### src/design/swm_pkg.sv
// Shared constants, codes and types of the star wildcard matcher.
`default_nettype none
package swm_pkg;

	localparam int PATTERN_DEPTH = 64;
	localparam int TEXT_DEPTH    = 256;

	localparam int PAT_ADDR_W = (PATTERN_DEPTH > 1) ? $clog2(PATTERN_DEPTH) : 1;
	localparam int TXT_ADDR_W = (TEXT_DEPTH > 1) ? $clog2(TEXT_DEPTH) : 1;
	localparam int PAT_LEN_W  = $clog2(PATTERN_DEPTH + 1);
	localparam int TXT_LEN_W  = $clog2(TEXT_DEPTH + 1);

	localparam logic [7:0] STAR_BYTE = 8'h2A;

	localparam logic [1:0] MODE_PATTERN = 2'd0;
	localparam logic [1:0] MODE_TEXT    = 2'd1;
	localparam logic [1:0] MODE_EVAL    = 2'd2;

	typedef struct packed {
		logic idle;
		logic done;
		logic matched;
		logic overflowed;
	} swm_status_t;

endpackage
`default_nettype wire

### src/design/swm_engine.sv
// Pattern and text stores with the sequencer that walks them through one byte comparator.
`default_nettype none
module swm_engine (
	input  wire logic                 clk,
	input  wire logic                 arst_n,
	input  wire logic                 start,
	input  wire logic [1:0]           mode,
	input  wire logic [7:0]           byte_value,
	input  wire logic                 take,
	output swm_pkg::swm_status_t      status
);

	localparam int PLW = swm_pkg::PAT_LEN_W;
	localparam int TLW = swm_pkg::TXT_LEN_W;
	localparam int PAW = swm_pkg::PAT_ADDR_W;
	localparam int TAW = swm_pkg::TXT_ADDR_W;

	localparam logic [1:0] ST_IDLE  = 2'd0;
	localparam logic [1:0] ST_FETCH = 2'd1;
	localparam logic [1:0] ST_CMP   = 2'd2;
	localparam logic [1:0] ST_DONE  = 2'd3;

	logic [7:0] pat_mem [swm_pkg::PATTERN_DEPTH];
	logic [7:0] txt_mem [swm_pkg::TEXT_DEPTH];

	logic [1:0]     state_q;
	logic [PLW-1:0] plen_q, pi_q, star_q;
	logic [TLW-1:0] tlen_q, ti_q, resume_q;
	logic           ovf_q, have_star_q, match_q;
	logic [7:0]     p_rd_q, t_rd_q;

	logic load_ok, p_room, t_room, p_we, t_we;
	logic p_ok, t_ok, p_star, bytes_eq;

	assign load_ok = start && (state_q == ST_IDLE);
	assign p_room  = plen_q < PLW'(swm_pkg::PATTERN_DEPTH);
	assign t_room  = tlen_q < TLW'(swm_pkg::TEXT_DEPTH);
	assign p_we    = load_ok && (mode == swm_pkg::MODE_PATTERN) && p_room;
	assign t_we    = load_ok && (mode == swm_pkg::MODE_TEXT) && t_room;

	// The shared compare unit: one pattern byte against the star and the text byte.
	assign p_ok     = pi_q < plen_q;
	assign t_ok     = ti_q < tlen_q;
	assign p_star   = p_rd_q == swm_pkg::STAR_BYTE;
	assign bytes_eq = p_rd_q == t_rd_q;

	always_ff @(posedge clk) begin
		if (p_we) begin
			pat_mem[plen_q[PAW-1:0]] <= byte_value;
		end
		if (t_we) begin
			txt_mem[tlen_q[TAW-1:0]] <= byte_value;
		end
		p_rd_q <= pat_mem[pi_q[PAW-1:0]];
		t_rd_q <= txt_mem[ti_q[TAW-1:0]];
	end

	always_ff @(posedge clk or negedge arst_n) begin
		if (!arst_n) begin
			state_q     <= ST_IDLE;
			plen_q      <= '0;
			tlen_q      <= '0;
			ovf_q       <= 1'b0;
			pi_q        <= '0;
			ti_q        <= '0;
			star_q      <= '0;
			resume_q    <= '0;
			have_star_q <= 1'b0;
			match_q     <= 1'b0;
		end else begin
			unique case (state_q)
				ST_IDLE: begin
					if (start) begin
						unique case (mode)
							swm_pkg::MODE_PATTERN: begin
								if (p_room) begin
									plen_q <= plen_q + PLW'(1);
								end else begin
									ovf_q <= 1'b1;
								end
							end
							swm_pkg::MODE_TEXT: begin
								if (t_room) begin
									tlen_q <= tlen_q + TLW'(1);
								end else begin
									ovf_q <= 1'b1;
								end
							end
							swm_pkg::MODE_EVAL: begin
								pi_q        <= '0;
								ti_q        <= '0;
								resume_q    <= '0;
								have_star_q <= 1'b0;
								match_q     <= 1'b0;
								state_q     <= ovf_q ? ST_DONE : ST_FETCH;
							end
							default: begin
							end
						endcase
					end
				end
				ST_FETCH: begin
					state_q <= ST_CMP;
				end
				ST_CMP: begin
					if (t_ok) begin
						if (p_ok && p_star) begin
							have_star_q <= 1'b1;
							star_q      <= pi_q;
							pi_q        <= pi_q + PLW'(1);
							resume_q    <= ti_q;
							state_q     <= ST_FETCH;
						end else if (p_ok && bytes_eq) begin
							pi_q    <= pi_q + PLW'(1);
							ti_q    <= ti_q + TLW'(1);
							state_q <= ST_FETCH;
						end else if (have_star_q) begin
							// Let the last star swallow one more text byte and retry.
							pi_q     <= star_q + PLW'(1);
							resume_q <= resume_q + TLW'(1);
							ti_q     <= resume_q + TLW'(1);
							state_q  <= ST_FETCH;
						end else begin
							match_q <= 1'b0;
							state_q <= ST_DONE;
						end
					end else begin
						// Text used up: only trailing stars may remain in the pattern.
						if (p_ok && p_star) begin
							pi_q    <= pi_q + PLW'(1);
							state_q <= ST_FETCH;
						end else begin
							match_q <= pi_q == plen_q;
							state_q <= ST_DONE;
						end
					end
				end
				ST_DONE: begin
					if (take) begin
						plen_q  <= '0;
						tlen_q  <= '0;
						ovf_q   <= 1'b0;
						state_q <= ST_IDLE;
					end
				end
				default: begin
					state_q <= ST_IDLE;
				end
			endcase
		end
	end

	assign status.idle       = state_q == ST_IDLE;
	assign status.done       = state_q == ST_DONE;
	assign status.matched    = match_q;
	assign status.overflowed = ovf_q;

endmodule
`default_nettype wire

### src/design/star_wildcard_matcher_core.sv
// Top level of the star wildcard matcher: input handshake, engine and result register.
//
//   channel   direction   handshake             payload
//   request   in          in_valid / in_ready   mode, byte_value
//   result    out         out_valid / out_ready matched, overflowed
//
// A pattern or text byte is written into its store at the handshake. An evaluate request
// runs S match steps, where each step reads both stores in the fetch state and then
// uses the shared byte comparator in the compare state. After an overflow it skips the steps.
// The engine holds in_ready low from an evaluate until its result enters the output
// register; a stalled result delays only the next evaluate's completion.
// Reset empties both stores and clears the overflow flag; no clearing pass is needed.
`default_nettype none
module star_wildcard_matcher_core (
	input  wire logic       clk,
	input  wire logic       arst_n,
	input  wire logic       in_valid,
	output logic            in_ready,
	input  wire logic [1:0] mode,
	input  wire logic [7:0] byte_value,
	output logic            out_valid,
	input  wire logic       out_ready,
	output logic            matched,
	output logic            overflowed
);

	swm_pkg::swm_status_t status;
	logic                 take;
	logic                 out_valid_q, matched_q, overflowed_q;

	assign in_ready = status.idle;
	assign take     = !out_valid_q || out_ready;

	swm_engine u_engine (
		.clk        (clk),
		.arst_n     (arst_n),
		.start      (in_valid && in_ready),
		.mode       (mode),
		.byte_value (byte_value),
		.take       (take),
		.status     (status)
	);

	always_ff @(posedge clk or negedge arst_n) begin
		if (!arst_n) begin
			out_valid_q <= 1'b0;
		end else if (status.done && take) begin
			out_valid_q <= 1'b1;
		end else if (out_ready) begin
			out_valid_q <= 1'b0;
		end
	end

	always_ff @(posedge clk) begin
		if (status.done && take) begin
			matched_q    <= status.matched && !status.overflowed;
			overflowed_q <= status.overflowed;
		end
	end

	assign out_valid  = out_valid_q;
	assign matched    = matched_q;
	assign overflowed = overflowed_q;

endmodule
`default_nettype wire

### config.mk
export PLATFORM = sky130hd
export DESIGN_NAME = star_wildcard_matcher_core
export DESIGN_NICKNAME = d
export VERILOG_FILES = /design/src/design/swm_pkg.sv /design/src/design/swm_engine.sv /design/src/design/star_wildcard_matcher_core.sv
export SDC_FILE = /design/constraint.sdc
export NUM_CORES = 2
export LEC_CHECK = 0
export ABC_CLOCK_PERIOD_IN_PS = 2900
export BUFFER_PORTS_ARGS = -buffer_cell sky130_fd_sc_hd__buf_4
export CAP_MARGIN = 10
export CORE_ASPECT_RATIO = 0.9
export CORE_UTILIZATION = 55
export CTS_CLUSTER_DIAMETER = 100
export CTS_CLUSTER_SIZE = 30
export DETAILED_ROUTE_END_ITERATION = 6
export GPL_TIMING_DRIVEN = 1
export PLACE_DENSITY = 0.8
export SETUP_SLACK_MARGIN = 0.4
export SLEW_MARGIN = 25
export SYNTH_ARGS = -nofsm -noshare
export SYNTH_HDL_FRONTEND = slang
export SYNTH_SLANG_ARGS = --single-unit
### constraint.sdc
create_clock -name clk -period 2.9 [get_ports clk]
set_input_delay 0.29 -clock clk [delete_from_list [all_inputs] [get_ports clk]]
set_output_delay 0.29 -clock clk [all_outputs]
set_load 0.02 [all_outputs]
Word-level counts from Yosys, hierarchy flattened
Memory sizes are Yosys's and may differ from the RTL's. A register that Yosys moved wholly into a read port is not among the register bits.
Cells that the tools add are included.
{"block": "classes", "bitwise_logic": 0, "addsub": 6, "n_shift": 0, "div": 0, "reduce_logical": 28, "order_cmp": 4, "n_eq_ne": 28, "mux": 62, "mul": 0}
{"cell": "$mux W9", "count": 13}
{"cell": "$mux W7", "count": 11}
{"cell": "$pmux W9 S2", "count": 3}
{"cell": "$pmux W7 S2", "count": 2}
{"cell": "$add A9 B1 Y9 const B", "count": 3}
{"cell": "$reduce_and A6 Y1", "count": 4}
{"cell": "$add A7 B1 Y7 const B", "count": 3}
{"cell": "$reduce_and A5 Y1", "count": 4}
{"cell": "$mux W1", "count": 19}
{"cell": "$mux W2", "count": 9}
{"cell": "$ne A2 B1 Y1 const B", "count": 9}
{"cell": "$ne A3 B1 Y1 const B", "count": 4}
{"cell": "$ne A3 B3 Y1 const B", "count": 4}
{"cell": "$logic_and A1 B1 Y1", "count": 10}
{"cell": "$lt A9 B9 Y1", "count": 1}
{"cell": "$lt A9 B9 Y1 const B", "count": 1}
{"cell": "$eq A8 B6 Y1 const B", "count": 1}
{"cell": "$eq A8 B8 Y1", "count": 1}
{"cell": "$pmux W1 S2", "count": 4}
{"cell": "$pmux W2 S4", "count": 1}
{"cell": "$eq A7 B7 Y1", "count": 1}
{"cell": "$lt A7 B7 Y1", "count": 1}
{"cell": "$lt A7 B7 Y1 const B", "count": 1}
{"cell": "$eq A2 B2 Y1 const B", "count": 3}
{"cell": "other kinds (9)", "count": 15}
{"block": "word_totals", "mem_bits_ro": 0, "word_cells": 143, "ff_bits": 56, "latchBits": 0, "memories": 2, "ram_bits": 2560, "output_inout_bits": 4, "in_bits": 14}
{"memory": "u_engine.txt_mem", "depth": 256, "word_bits": 8, "read_ports": 1, "rd_ports_with_merged_regs": 1, "wr": 1, "line": "swm_engine.sv:24", "rtl": "logic [7:0] txt_mem [swm_pkg::TEXT_DEPTH];"}
{"memory": "u_engine.pat_mem", "depth": 64, "word_bits": 8, "read_ports": 1, "rd_ports_with_merged_regs": 1, "wr": 1, "line": "swm_engine.sv:23", "rtl": "logic [7:0] pat_mem [swm_pkg::PATTERN_DEPTH];"}

Longest topological paths before layout
{"block": "depth", "word_depth": 7, "ltp_mapped": 14, "mapped_depth_nobuf": 9}

By module
Synthesis repeated with hierarchy kept, for this count alone.
{"block": "unflattened", "hier_cells": 4998, "area_unflattened_um2": 102727.3}
{"module": "swm_engine", "seq_area_each_um2": 78520.3, "cells_each": 4990, "area_each_um2": 102600.9, "n_inst": 1}
{"module": "star_wildcard_matcher_core", "seq_area_each_um2": 85.1, "cells_each": 8, "area_each_um2": 126.4, "n_inst": 1}

Worst setup path after synthesis
Ideal clock, no wire load.
{"block": "synth_path", "kind": "flip-flop to flip-flop", "startpoint": "reg u_engine.pi_q[0]", "endpoint": "reg u_engine.resume_q[5]", "t_arrival_ns": 2.698, "required_time_ns": 2.824, "slack_ns": 0.126, "stages_incl_launch_ff": 15, "path_cell_list": "dfrtp_1 -> clkbuf_1 -> buf_4 -> buf_2 -> inv_1 -> ha_1 -> nand3b_1 -> a21oi_1 -> or3_1 -> clkbuf_1 -> nand2_1 -> o221ai_1 -> clkbuf_1 -> o21ai_0 -> o21ai_1"}
{"block": "synth_between", "elab_chain_len": 5, "elab_cells_between_ends": 9, "classes_between": "order compare: 1; eq/ne: 2; mux: 3; reduce/logical: 3"}
{"item": "from (decl)", "line": "swm_engine.sv:27", "rtl": "logic [PLW-1:0] plen_q, pi_q, star_q;"}
{"item": "from (signal assigned)", "line": "swm_engine.sv:110", "rtl": "pi_q <= pi_q + PLW'(1);"}
{"item": "from (signal assigned)", "line": "swm_engine.sv:114", "rtl": "pi_q <= pi_q + PLW'(1);"}
{"item": "from (signal assigned)", "line": "swm_engine.sv:119", "rtl": "pi_q <= star_q + PLW'(1);"}
{"item": "$lt A7 B7 Y1 (*)", "line": "swm_engine.sv:42", "rtl": "assign p_ok = pi_q < plen_q;"}
{"item": "$logic_and A1 B1 Y1", "line": "swm_engine.sv:107", "rtl": "if (p_ok && p_star) begin"}
{"item": "$mux W9", "line": "swm_engine.sv:107"}
{"item": "$mux W9", "line": "swm_engine.sv:106", "rtl": "if (t_ok) begin"}
{"item": "$pmux W9 S2", "line": "swm_engine.sv:71", "rtl": "unique case (state_q)"}
{"item": "to (signal assigned)", "line": "swm_engine.sv:111", "rtl": "resume_q <= ti_q;"}
{"item": "to (signal assigned)", "line": "swm_engine.sv:120", "rtl": "resume_q <= resume_q + TLW'(1);"}
{"item": "to (decl)", "line": "swm_engine.sv:28", "rtl": "logic [TLW-1:0] tlen_q, ti_q, resume_q;"}
Every way passes the cells marked *; elsewhere a longest branch is shown, timed or not. The select of a mux whose other input is x is not followed.
A chain may end at the register's enable or synchronous reset.

==> impl_metrics.json <==
{
  "crit_chain": "buf_6 > buf_12 > buf_16 > mux4_2 > mux2i_1 > buf_4 > o211ai_1 > nor3_2 > nor4_2",
  "fp.dieArea_sq_um": 189000,
  "worst-endpoint-required_ns": 3.59,
  "drive_above_1_share_pct": 32.2,
  "start_util_pct": 55.3,
  "critical_path_buf_inv_count": 4,
  "clock_skew_ns": 0.103,
  "io_buffers": 17,
  "cp_max_fo": 8,
  "rrSetupSlack_ns": -0.09,
  "synth_edf_count": 2562,
  "r2r-end": "u_engine.t_rd_q[0]",
  "ys_ff_latch": 2632,
  "power.switching_mw": 13.8,
  "crit_type": "flip-flop to flip-flop",
  "fin_crit_sh_pct": 103,
  "setup_slack_ns": -0.0859,
  "cts_tree": "yes",
  "ys_warn_count": 0,
  "synth_area_leaders": "edfxtp_1, mux4_2, nor2_1",
  "grt_max_degree": 111,
  "final_common_cell": "edfxtp_1",
  "critical_path.top_delay_family": "compound AO/OA/AOI/OAI gates",
  "grtUsageTotal_pct": 27.9,
  "violations": "design-rule violations, negative setup slack",
  "grt_pass1_wl_mm": 378,
  "worst_slew_pin_slew_ns": 1.19,
  "clockRootBuffer": "clkbuf_16",
  "crit_path_end_kind": "flip-flop",
  "cp_slowest_cell": "o211ai_1",
  "core_sq_um": 186000,
  "drv_cap": 0,
  "syn_area_per_cell_sq_um": 21.2,
  "synth_seq_area_share_pct": 76.5,
  "syn_area_sq_um": 103000,
  "drc_errors": 5,
  "powerDensity_nw_per_um2": 542,
  "setup_viol": 2,
  "finalHoldViolCount": 0,
  "cts.sinks": 2632,
  "insertion_delay_ns": 0.84,
  "fmax_mhz": 335,
  "sw_frac_of_total_pct": 21.7,
  "syn_inst": 4846,
  "synth_top_area_cell": "edfxtp_1",
  "wl_per_cell_microns": 33.2,
  "intPower_mw": 49.6,
  "place_congestion": 0.910,
  "async_flop_share_pct": 2.05,
  "hp-class": "input pin to flip-flop",
  "std_cell_rows": 150,
  "power.ir.vdd_worst_mv": 0.619,
  "antenna_found_initial": 7,
  "min_from": "byte_value[2]",
  "slew_violations": 0,
  "synth_cell_types": 70,
  "vias_per_cell": 6.83,
  "arrival_ns": 3.67,
  "run_status": "finished with violations",
  "hpwl_mm": 160,
  "final_antenna_net_count": 0,
  "io_pins": 18,
  "dr.pass1.iters": 7,
  "hold-path-endpoint": "u_engine.txt_mem[153][2]",
  "slew_headroom_pct": 20.9,
  "pwr-share-clk_pct": 28.2,
  "vias": 54538,
  "whs_path_depth": 1,
  "die-width_microns": 458,
  "p_comb_share_pct": 5.7,
  "post-place-ws_ns": -0.416,
  "critPathMaxStageDelay_ns": 0.81,
  "area_growth_pct": 13.8,
  "final_cell_mix": "edfxtp_1, mux4_2, buf_4",
  "startpoint_type": "flip-flop",
  "synth_top_area_share_pct": 74.9,
  "dominantRegCellSynth": "edfxtp_1",
  "period_needed_ns": 2.99,
  "crit-reg2reg-launch": "u_engine.ti_q[0]",
  "drt-initial-drc-count": 8787,
  "clockBufferDepth": 3,
  "p_seq_share_pct": 66.1,
  "leakagePower_nw": 36.2,
  "path_clk_slew_ns": 0.11,
  "synth_nets": 4884,
  "htree_num_levels": 3,
  "gr-total-overflow": 0,
  "wl_mm": 265,
  "rsz0062_at_grt": "true",
  "reg2regPathDepth": 9,
  "cts-buffers-inserted": 100,
  "power_mw": 63.4,
  "grt_pass1_vias": 53771,
  "die_height_microns": 412,
  "nets": 5519
}
-- metal layers --
layer / routed length, microns / vias to the layer above / GRT usage [%]
met5: 68 / - / 0
met2: 126000 / 4415 / 43.9
met3: 33500 / 703 / 6.34
met4: 11900 / 10 / 11.2
met1: 92800 / 28065 / 38.4
li1: - / 21345 / -
-- flip-flops by register name, indices dropped and copies added (netlist names), 7 cells and up --
register,count
u_engine.p_rd_q,8
u_engine.pat_mem,512
u_engine.pi_q,7
u_engine.plen_q,7
u_engine.resume_q,9
u_engine.star_q,7
u_engine.t_rd_q,8
u_engine.ti_q,9
u_engine.tlen_q,9
u_engine.txt_mem,2048
-- power groups by stage --
stage	clock (mW)	sequential, mW	combinational (mW)
after CTS	17.9	41.9	3.30
after global placement	0	42.7	2.86
after floorplan	0	42.7	1.18
after detailed placement	0	42.7	2.97
after global routing	19.1	41.9	3.70
final	17.9	41.9	3.61
-- layout make-up --
type | instances | area (sq um)
fillers | 11466 | 68700
clock buffers | 152 | 2740
diodes | 5 | 12.5
clock inverters | 12 | 216
inverters | 21 | 78.8
multi-input cells | 1915 | 23700
repair buffers | 811 | 8450
flip-flops and latches | 2632 | 78600
well taps | 2432 | 3040
-- cell usage after synthesis, drive strengths merged (3+ instances only) --
master	count
and3	10
xor2	14
a21oi	88
nand3	52
nand2	117
xnor2	18
or2	15
o22ai	11
buf	147
or3	7
o311ai	5
a221oi	23
a22o	20
o2bb2ai	15
o31ai	3
a22oi	159
nor4	27
nor3b	6
mux4	657
dfxtp	16
nor3	18
dfrtp	54
edfxtp	2562
o211ai	37
ha	24
nand4	18
inv	20
o21ai	32
o221ai	7
nor2	377
nand2b	10
clkbuf	132
mux2	9
mux2i	88
and2	7
or2b	3
nor2b	17
-- through the flow --
stage | utilization [%] | instance area, sq um | TNS (ns) | instances | hold WS [ns]
4_1_cts | 62.6 | 116000 | 0 | 7953 | 0.0186
6_report | 63.0 | 117000 | -0.113 | 7980 | 0.000746
3_3_place_gp | 59.5 | 110000 | -1.92 | 7664 | 0.407
5_1_grt | 63.0 | 117000 | -0.428 | 7975 | 0.0267
3_5_place_dp | 59.5 | 110000 | -1.95 | 7664 | 0.430
2_1_floorplan | - | 103000 | 0 | 4846 | -0.00559
-- how the worst max path moves through the flow --
| stage | startpoint | to | slack (ns) | depth (start not counted) |
|---|---|---|---|---|
| final | u_engine.ti_q[0] | u_engine.t_rd_q[0] | -0.09 | 9 |
| after global routing | u_engine.ti_q[0] | u_engine.t_rd_q[2] | -0.12 | 11 |
| after CTS | u_engine.ti_q[0] | u_engine.t_rd_q[0] | 0.1 | 10 |
| after detailed placement | u_engine.ti_q[0] | u_engine.t_rd_q[0] | -0.42 | 9 |
| after global placement | u_engine.ti_q[0] | u_engine.t_rd_q[0] | -0.52 | 9 |
| after floorplan | u_engine.pi_q[0] | u_engine.pi_q[2] | 0.36 | 13 |
-- timing repair --
item	4_1_cts	5_1_grt
resized for setup	215	126
setup endpoints to repair	1079	1076
cloned	27	0
pin swaps	58	52
setup buffers	86	22
hold buffers	12	0
hold endpoints to repair	245	0
-- kinds of logic after synthesis --
logic type	after synthesis	synth area share (%)
multiplexers	754	15.5
XOR/XNOR	32	0.273
AO/OA/AOI/OAI	414	2.82
adder cells (fa/ha/maj)	24	0.292
buffers and inverters	300	1.67
flip-flops	2632	76.5
AND/OR/NAND/NOR	690	2.95
Power figures use the tool's default switching activity.
